--- src/hdl/tbem_pkg.sv ---
// shared types, constants and arithmetic helpers of the three-band energy meter
package tbem_pkg;

  localparam int unsigned SampleBits = 16;
  localparam int unsigned CoefFracBits = 30;
  localparam int unsigned StateBits = 48;
  localparam int unsigned CountBits = 32;
  localparam int unsigned SumBits = 63;
  localparam int unsigned Bands = 3;
  localparam int unsigned BandBits = 2;
  localparam int unsigned ProdBits = 51;
  localparam int unsigned CfgIdxBits = 3;
  localparam int unsigned CfgDataBits = 32;

  typedef enum logic [CfgIdxBits-1:0] {
    CFG_CHANNELS  = 3'd0,
    CFG_BASS_GAIN = 3'd1,
    CFG_BASS_COS  = 3'd2,
    CFG_MID_GAIN  = 3'd3,
    CFG_MID_COS   = 3'd4,
    CFG_HIGH_GAIN = 3'd5,
    CFG_HIGH_COS  = 3'd6
  } cfg_idx_e;

  typedef struct packed {
    logic signed [SampleBits-1:0] left_sample;
    logic signed [SampleBits-1:0] right_sample;
    logic                         block_end;
  } in_beat_t;

  typedef struct packed {
    logic [SumBits-1:0]    total_square_sum;
    logic [SampleBits-1:0] peak_magnitude;
    logic [SumBits-1:0]    bass_square_sum;
    logic [SumBits-1:0]    mid_square_sum;
    logic [SumBits-1:0]    high_square_sum;
    logic [CountBits-1:0]  sample_count;
  } out_beat_t;

  typedef struct packed {
    logic [1:0]                   channel_count;
    logic [Bands-1:0][29:0]       gain;
    logic [Bands-1:0][31:0]       cos;
  } cfg_t;

  // band state word as kept in the state memory
  typedef struct packed {
    logic signed [StateBits-1:0] z1;
    logic signed [StateBits-1:0] z2;
    logic [SumBits-1:0]          energy;
  } band_word_t;

  localparam int unsigned WordBits = $bits(band_word_t);

  // saturating accumulate of a square into a 63-bit sum
  function automatic logic [SumBits-1:0] sum_sat(logic [SumBits-1:0] s, logic [30:0] a);
    logic [SumBits:0] t;
    t = {1'b0, s} + {{(SumBits-30){1'b0}}, a};
    return t[SumBits] ? {SumBits{1'b1}} : t[SumBits-1:0];
  endfunction

  // clamp a 52-bit signed value to the filter state width
  function automatic logic signed [StateBits-1:0] clamp_state(logic signed [51:0] v);
    logic signed [51:0] hi;
    logic signed [51:0] lo;
    hi = 52'sh0_7FFF_FFFF_FFFF;
    lo = -hi - 52'sd1;
    if (v > hi) return hi[StateBits-1:0];
    else if (v < lo) return lo[StateBits-1:0];
    else return v[StateBits-1:0];
  endfunction

  // round half up at the binary point and clamp to a sample
  function automatic logic signed [SampleBits-1:0] round_sample(logic signed [63:0] acc);
    logic signed [63:0] r;
    r = (acc + 64'sd536870912) >>> CoefFracBits;
    if (r > 64'sd32767) return 16'sh7FFF;
    else if (r < -64'sd32768) return 16'sh8000;
    else return r[SampleBits-1:0];
  endfunction

endpackage

--- src/hdl/three_band_energy_meter_top.sv ---
// three-band energy meter: sequencer, shared multiplier and band state memory
//
//  channel | direction | handshake          | beat
//  in      | input     | in_valid/in_ready  | left, right sample, block end
//  out     | output    | out_valid/out_ready| sums, peak, sample count
//  cfg     | input     | cfg_valid/cfg_ready| register index, data
//
// from accept to the next ready a sample passes the accept step in S_IDLE,
// S_TOT for peak, count and the total square, then S_RD to S_WR per band on
// the single 34x17 multiplier, which serves four products per band in turn.
// after a block end sample, S_IDLE loads the result register before new input.
// the band state (z1, z2, energy) sits in a 3-entry ram; per-entry valid bits
// make an unwritten or cleared entry read as zero, so no clearing pass is run.
// reset clears all control state; cfg is always ready.
// a result waits in the output register; a second block end stalls only while
// that register is still full.
module three_band_energy_meter_top (
  input  logic                              clk_i,
  input  logic                              rst_ni,
  input  logic                              in_valid_i,
  output logic                              in_ready_o,
  input  tbem_pkg::in_beat_t                in_beat_i,
  output logic                              out_valid_o,
  input  logic                              out_ready_i,
  output tbem_pkg::out_beat_t               out_beat_o,
  input  logic                              cfg_valid_i,
  output logic                              cfg_ready_o,
  input  logic [tbem_pkg::CfgIdxBits-1:0]   cfg_index_i,
  input  logic [tbem_pkg::CfgDataBits-1:0]  cfg_data_i
);
  import tbem_pkg::*;

  typedef enum logic [2:0] {
    S_IDLE, S_TOT, S_RD, S_ACC, S_A1, S_A2, S_YY, S_WR
  } state_e;
  localparam state_e S_OUT_DUMMY = S_IDLE;

  cfg_t cfg;
  state_e state_q;
  logic out_pend_q;
  logic [BandBits-1:0] band_q;
  logic [Bands-1:0] valid_q;
  logic signed [SampleBits-1:0] x_q;
  logic [SampleBits-1:0] mag_q;
  logic blk_q;
  logic signed [ProdBits-1:0] prod_q;
  logic signed [ProdBits-1:0] bx_q;
  logic signed [SampleBits-1:0] y_q;
  logic signed [StateBits-1:0] z1n_q;
  logic signed [StateBits-1:0] z2n_q;
  logic [SumBits-1:0] total_q;
  logic [SampleBits-1:0] peak_q;
  logic [CountBits-1:0] count_q;
  logic [Bands-1:0][SumBits-1:0] esum_q;
  logic out_valid_q;
  out_beat_t out_q;

  band_word_t rd_raw;
  band_word_t rd_word;
  band_word_t wr_word;
  logic wr_en;

  logic signed [33:0] mul_a;
  logic signed [16:0] mul_b;
  logic signed [ProdBits-1:0] mul_p;
  logic signed [SampleBits:0] mono_sum;
  logic signed [SampleBits-1:0] mono;
  logic [SampleBits:0] mono_abs;
  logic signed [33:0] a2;
  logic [SumBits-1:0] e_new;
  logic load_out;
  logic finish;

  assign cfg_ready_o = 1'b1;

  tbem_cfg_regs u_cfg (
    .clk_i, .rst_ni, .cfg_valid_i, .cfg_index_i, .cfg_data_i, .cfg_o(cfg)
  );

  tbem_ram #(.WIDTH(WordBits), .DEPTH(Bands)) u_ram (
    .clk_i, .we_i(wr_en), .waddr_i(band_q), .wdata_i(wr_word),
    .raddr_i(band_q), .rdata_o(rd_raw)
  );

  // cleared entries read as zero
  assign rd_word = valid_q[band_q] ? rd_raw : '0;

  // mono reduction of the incoming beat
  assign mono_sum = {in_beat_i.left_sample[SampleBits-1], in_beat_i.left_sample}
                  + {in_beat_i.right_sample[SampleBits-1], in_beat_i.right_sample};
  assign mono = (cfg.channel_count == 2'd2) ? mono_sum[SampleBits:1] : in_beat_i.left_sample;
  assign mono_abs = mono[SampleBits-1] ? -{mono[SampleBits-1], mono} : {1'b0, mono};

  assign a2 = 34'sd1073741824 - $signed({3'b000, cfg.gain[band_q], 1'b0});

  // shared multiplier operand select
  always_comb begin
    mul_a = '0;
    mul_b = '0;
    unique case (state_q)
      S_TOT: begin
        mul_a = {18'd0, mag_q};
        mul_b = {1'b0, mag_q};
      end
      S_RD: begin
        mul_a = {4'd0, cfg.gain[band_q]};
        mul_b = {x_q[SampleBits-1], x_q};
      end
      S_A1: begin
        mul_a = {{2{cfg.cos[band_q][31]}}, cfg.cos[band_q]};
        mul_b = {y_q[SampleBits-1], y_q};
      end
      S_A2: begin
        mul_a = a2;
        mul_b = {y_q[SampleBits-1], y_q};
      end
      S_YY: begin
        mul_a = {{18{y_q[SampleBits-1]}}, y_q};
        mul_b = {y_q[SampleBits-1], y_q};
      end
      default: ;
    endcase
  end
  assign mul_p = ProdBits'(mul_a) * ProdBits'(mul_b);

  assign e_new = sum_sat(rd_word.energy, prod_q[30:0]);
  assign wr_en = (state_q == S_WR);
  assign wr_word = '{z1: z1n_q, z2: z2n_q, energy: e_new};
  assign finish = (state_q == S_WR) && (band_q == BandBits'(Bands - 1));
  assign load_out = out_pend_q && (!out_valid_q || out_ready_i);

  assign in_ready_o = (state_q == S_IDLE) && !out_pend_q;
  assign out_valid_o = out_valid_q;
  assign out_beat_o = out_q;

  // sequencer, accumulators and output register
  always_ff @(posedge clk_i or negedge rst_ni) begin
    if (!rst_ni) begin
      state_q <= S_IDLE;
      out_pend_q <= 1'b0;
      band_q <= '0;
      valid_q <= '0;
      total_q <= '0;
      peak_q <= '0;
      count_q <= '0;
      out_valid_q <= 1'b0;
      blk_q <= 1'b0;
    end else begin
      if (out_valid_q && out_ready_i && !load_out) begin
        out_valid_q <= 1'b0;
      end
      unique case (state_q)
        S_IDLE: begin
          if (load_out) begin
            out_q.total_square_sum <= total_q;
            out_q.peak_magnitude <= peak_q;
            out_q.bass_square_sum <= esum_q[0];
            out_q.mid_square_sum <= esum_q[1];
            out_q.high_square_sum <= esum_q[2];
            out_q.sample_count <= count_q;
            out_valid_q <= 1'b1;
            out_pend_q <= 1'b0;
            total_q <= '0;
            peak_q <= '0;
            count_q <= '0;
            valid_q <= '0;
          end else if (in_valid_i && in_ready_o) begin
            x_q <= mono;
            mag_q <= mono_abs[SampleBits-1:0];
            blk_q <= in_beat_i.block_end;
            state_q <= S_TOT;
          end
        end
        S_TOT: begin
          prod_q <= mul_p;
          if (mag_q > peak_q) peak_q <= mag_q;
          if (count_q != {CountBits{1'b1}}) count_q <= count_q + 1'b1;
          band_q <= '0;
          state_q <= S_RD;
        end
        S_RD: begin
          if (band_q == '0) total_q <= sum_sat(total_q, prod_q[30:0]);
          prod_q <= mul_p;
          state_q <= S_ACC;
        end
        S_ACC: begin
          bx_q <= prod_q;
          y_q <= round_sample(64'(prod_q) + 64'(rd_word.z1));
          state_q <= S_A1;
        end
        S_A1: begin
          prod_q <= mul_p;
          state_q <= S_A2;
        end
        S_A2: begin
          z1n_q <= clamp_state(52'(rd_word.z2) - 52'(prod_q));
          prod_q <= mul_p;
          state_q <= S_YY;
        end
        S_YY: begin
          z2n_q <= clamp_state(-52'(bx_q) - 52'(prod_q));
          prod_q <= mul_p;
          state_q <= S_WR;
        end
        S_WR: begin
          valid_q[band_q] <= 1'b1;
          esum_q[band_q] <= e_new;
          if (finish) begin
            band_q <= '0;
            state_q <= S_OUT_DUMMY;
            if (blk_q) out_pend_q <= 1'b1;
          end else begin
            band_q <= band_q + 1'b1;
            state_q <= S_RD;
          end
        end
        default: state_q <= S_IDLE;
      endcase
    end
  end

  // an accepted beat keeps the input side closed for the next cycle
  a_busy_after_accept: assert property (@(posedge clk_i) disable iff (!rst_ni)
    (in_valid_i && in_ready_o) |=> !in_ready_o)
    else $error("input accepted while busy");

  // the band index never leaves the memory range
  a_band_range: assert property (@(posedge clk_i) disable iff (!rst_ni)
    band_q <= BandBits'(Bands - 1))
    else $error("band index out of range");

  // a loaded result clears the block state and shows up at the output
  a_load_clears: assert property (@(posedge clk_i) disable iff (!rst_ni)
    (state_q == S_IDLE && load_out) |=> (out_valid_o && valid_q == '0 && count_q == '0))
    else $error("result load did not clear block state");

  // a pending result keeps new samples out
  a_pend_blocks: assert property (@(posedge clk_i) disable iff (!rst_ni)
    out_pend_q |-> !in_ready_o)
    else $error("sample accepted with a result pending");
endmodule

--- src/hdl/tbem_ram.sv ---
// generic single write port ram with a registered read port
module tbem_ram #(
  parameter int unsigned WIDTH = 8,
  parameter int unsigned DEPTH = 4
) (
  input  logic                     clk_i,
  input  logic                     we_i,
  input  logic [$clog2(DEPTH)-1:0] waddr_i,
  input  logic [WIDTH-1:0]         wdata_i,
  input  logic [$clog2(DEPTH)-1:0] raddr_i,
  output logic [WIDTH-1:0]         rdata_o
);
  logic [WIDTH-1:0] mem_q [DEPTH];

  // write and registered read
  always_ff @(posedge clk_i) begin
    if (we_i) begin
      mem_q[waddr_i] <= wdata_i;
    end
    rdata_o <= mem_q[raddr_i];
  end
endmodule

--- src/hdl/tbem_cfg_regs.sv ---
// configuration register file of the energy meter
module tbem_cfg_regs (
  input  logic                                clk_i,
  input  logic                                rst_ni,
  input  logic                                cfg_valid_i,
  input  logic [tbem_pkg::CfgIdxBits-1:0]     cfg_index_i,
  input  logic [tbem_pkg::CfgDataBits-1:0]    cfg_data_i,
  output tbem_pkg::cfg_t                      cfg_o
);
  import tbem_pkg::*;

  cfg_t cfg_q;

  // register writes, decoded by index
  always_ff @(posedge clk_i or negedge rst_ni) begin
    if (!rst_ni) begin
      cfg_q <= cfg_t'{channel_count: 2'd1, gain: '0, cos: '0};
    end else if (cfg_valid_i) begin
      unique case (cfg_index_i)
        CFG_CHANNELS:  cfg_q.channel_count <= cfg_data_i[1:0];
        CFG_BASS_GAIN: cfg_q.gain[0] <= cfg_data_i[29:0];
        CFG_BASS_COS:  cfg_q.cos[0] <= cfg_data_i;
        CFG_MID_GAIN:  cfg_q.gain[1] <= cfg_data_i[29:0];
        CFG_MID_COS:   cfg_q.cos[1] <= cfg_data_i;
        CFG_HIGH_GAIN: cfg_q.gain[2] <= cfg_data_i[29:0];
        CFG_HIGH_COS:  cfg_q.cos[2] <= cfg_data_i;
        default: ;
      endcase
    end
  end

  assign cfg_o = cfg_q;
endmodule
--- config.mk ---
export PLATFORM = sky130hd
export DESIGN_NAME = three_band_energy_meter_top
export DESIGN_NICKNAME = d
export VERILOG_FILES = /design/src/hdl/tbem_pkg.sv /design/src/hdl/three_band_energy_meter_top.sv /design/src/hdl/tbem_ram.sv /design/src/hdl/tbem_cfg_regs.sv
export SDC_FILE = /design/constraint.sdc
export NUM_CORES = 2
export LEC_CHECK = 0
export ABC_AREA = 1
export BUFFER_PORTS_ARGS = -buffer_cell sky130_fd_sc_hd__buf_2
export CORE_UTILIZATION = 40
export CTS_BUF_LIST = sky130_fd_sc_hd__clkbuf_8
export DETAILED_ROUTE_END_ITERATION = 16
export HOLD_SLACK_MARGIN = 0.02
export PLACE_DENSITY_LB_ADDON = 0.25
export SLEW_MARGIN = 20
export SYNTH_ARGS = -nofsm -noshare
export SYNTH_HDL_FRONTEND = slang
export SYNTH_SLANG_ARGS = --single-unit
--- constraint.sdc ---
create_clock -name clk_i -period 30.9 [get_ports clk_i]
set_input_delay 3.09 -clock clk_i [delete_from_list [all_inputs] [get_ports clk_i]]
set_output_delay 3.09 -clock clk_i [all_outputs]
set_load 0.005 [all_outputs]
==> flow_summary.yaml <==
timing:
  timing.final.max_slew_violations: 0
  fin_hold_ws_ns: 0.384
  hold_viol: 0
  worst_pin_slew_ns: 1.18
  setup_viol: 0
  period_share_pct: 33.3
  tns_ns: 0
  rsz0062_at_grt: "false"
  skew_ns: 0.102
  fmax_mhz: 97.2
  slew_headroom_pct: 20.9
  period_minus_slack_ns: 10.28
clock_network:
  clock_latency_ns: 1.07
  post_cts_resized: 0
  post-cts-setup-buffer-count: 0
  cts_hold_buf: 0
  htreeDepth: 5
  path_clk_slew_ns: 0.06
  cts_max_path_buffers: 4
  cts_tree: "done"
  cts-root-buf: "clkbuf_8"
  cts_buffers: 302
  cts_sinks: 1680
outcome:
  status: "completed"
placed_design:
  dp_hpwl_um: 242000
  place_area_um2: 103000
  portBuffers: 374
  gp_congestion: 0.998
setup_path:
  cp.arrival_ns: 10.97
  crit_top_cell: "fa_1"
  critPathMaxStageDelay_ns: 1.02
  startpoint_type: "flip-flop"
  worstSetupEndpointType: "flip-flop"
  crit_slowest_cell: "dfrtp_4"
  cp.required_ns: 31.59
  cp_max_fo: 58
  path_class: "flip-flop to flip-flop"
synthesis:
  ys.flop_type: "edfxtp_1"
  syn_nets: 11400
  ys_seq_elements: 1680
  synth_edf_count: 1211
  syn_inst: 10300
  avgSynthCellArea_um2: 9.46
  ys_seq_area_share_pct: 48.6
  yosysWarnings: 0
  synth_cell_types: 68
  async_flop_share_pct: 18.5
  netlist_area_um2: 97400
layout:
  final_cell_area_um2: 109000
  drive_above_1_share_pct: 9.11
  fin_nets: 11900
  layout.area.seq_um2: 47300
  fillers: 23300
  multi_input_area_um2: 43700
  final_util_pct: 45.2
  area_growth_pct: 11.9
detailed_routing:
  drtIter0Drc: 6427
  drtPass1Iterations: 6
  vias_per_cell: 5.24
  drc: 0
  via_count: 74800
  wl_um: 319000
  ant_nets: 0
  routedWlPerCell_um: 22.3
worst_hold_path:
  hold_path_class: "flip-flop to flip-flop"
die:
  dieArea_um2: 246000
  fp.dieH_um: 496
  io_pins: 376
  rows: 180
  start_util_pct: 40.4
  fp.coreArea_um2: 241000
  die_x_um: 496
global_routing:
  grt_pass1_vias: 74900
  grt.total_usage_pct: 25.7
  grt_pass1_wl_um: 472000
  antenna_found_initial: 10
  grt_max_degree: 133
  grt.overflow.total: 0
job:
  cap_viol_max_count: 0
## sequential cells by signal (all words and copies together), names as in the netlist, 32 cells and up
register,flops
prod_q,51
u_ram.rdata_o,159
count_q,32
out_beat_o,300
z1n_q,48
z2n_q,48
u_cfg.cfg_o,188
bx_q,51
u_ram.mem_q,477
esum_q,189
total_q,63
## Yosys cell counts, drive strengths merged (3+ instances only)
cell / number / share of area, %
nand2: 2675 / 10
inv: 1473 / 5.7
edfxtp: 1211 / 37
nor2: 923 / 3.6
o21ai: 572 / 2.9
fa: 535 / 11
nand3: 496 / 2.6
ha: 465 / 6.0
a21oi: 463 / 2.4
dfrtp: 309 / 7.9
clkbuf: 179 / 0.69
xor2: 162 / 1.5
dfxtp: 159 / 3.3
nor3: 110 / 0.59
buf: 70 / 0.41
nand4: 69 / 0.45
xnor2: 64 / 0.58
a22oi: 46 / 0.36
a221oi: 34 / 0.32
or2: 33 / 0.21
a21o: 31 / 0.24
nor4: 29 / 0.20
o21a: 28 / 0.22
o21bai: 24 / 0.18
a31oi: 19 / 0.12
a21boi: 15 / 0.12
o211ai: 13 / 0.10
clkinv: 12 / 0.046
nand3b: 12 / 0.11
and2: 10 / 0.064
o22ai: 10 / 0.064
and3: 8 / 0.051
o221ai: 7 / 0.063
o31ai: 7 / 0.054
a22o: 6 / 0.054
a31o: 6 / 0.054
a211oi: 5 / 0.039
a311oi: 3 / 0.027
nor4b: 3 / 0.027
## cells by family after synthesis
kind of cell | share of synthesized area [%]
compound gates | 7.35
xor+xnor | 2.03
fa+ha+maj | 17.0
buf+inv | 6.82
flops | 48.6
mux | 0.0116
other cells | 0.00385
simple gates | 18.3
## cells in the final DEF (no fill, tap or decap), types with 308 or more instances in the layout
master       n
inv_1     1554
edfxtp_1  1211
a21oi_1    461
nand3_1    489
buf_2      373
nor2_1     893
clkbuf_8   333
dfrtp_1    308
fa_1       535
o21ai_0    558
ha_1       465
nand2_1   2650
## critical path: cells and delay by family (launching register included)
family | cells | cell delay, ns
AO/OA/AOI/OAI | 1 | 0.38
buffers and inverters | 8 | 1.54
AND/OR/NAND/NOR | 14 | 2.68
flip-flops | 1 | 1.02
XOR/XNOR | 1 | 0.54
adder cells (fa/ha/maj) | 8 | 3.77
## metal layers
layer	wire length (um)	track usage (%)	vias to the layer above
met4	12700	10.2	6
met5	38	0	-
li1	-	-	34700
met1	138000	34.5	36700
met3	21900	4.40	571
met2	146000	41.4	2799
## through the flow
stage / setup WS [ns] / instances
2_1_floorplan: 13.61 / 10300
3_3_place_gp: 20.68 / 13700
3_5_place_dp: 20.71 / 13700
4_1_cts: 20.66 / 14300
5_1_grt: 20.29 / 14300
6_report: 20.62 / 14300
## area by class of cell
cell class | instances | share of cell area, %
well taps | 3185 | 3.65
flip-flops and latches | 1680 | 43.4
multi-input cells | 6891 | 40.1
clock inverters | 193 | 1.00
diodes | 6 | 0.0138
clock buffers | 333 | 4.20
inverters | 1485 | 5.11
repair buffers | 488 | 2.52
## final timing paths
check                                              start                    endpoint  slack, ns  cells past startpoint
min in group asynchronous                         rst_ni     total_q[47]$_DFFE_PN0P_       1.94                      1
min                        u_ram.mem_q[1][127]$_DFFE_PP_  u_ram.rdata_o[127]$_DFF_P_       0.38                      2
min reg2reg                u_ram.mem_q[1][127]$_DFFE_PP_  u_ram.rdata_o[127]$_DFF_P_       0.38                      2
max                                band_q[1]$_DFFE_PN0P_        prod_q[33]$_DFFE_PP_      20.62                     32
max reg2reg                        band_q[1]$_DFFE_PN0P_        prod_q[33]$_DFFE_PP_      20.62                     32
max in group asynchronous                         rst_ni      peak_q[15]$_DFFE_PN0P_      27.14                      3
Power is left out: the tool's default activity adds up to more than one toggle a clock period on the data nets, which glitch-free logic cannot reach.
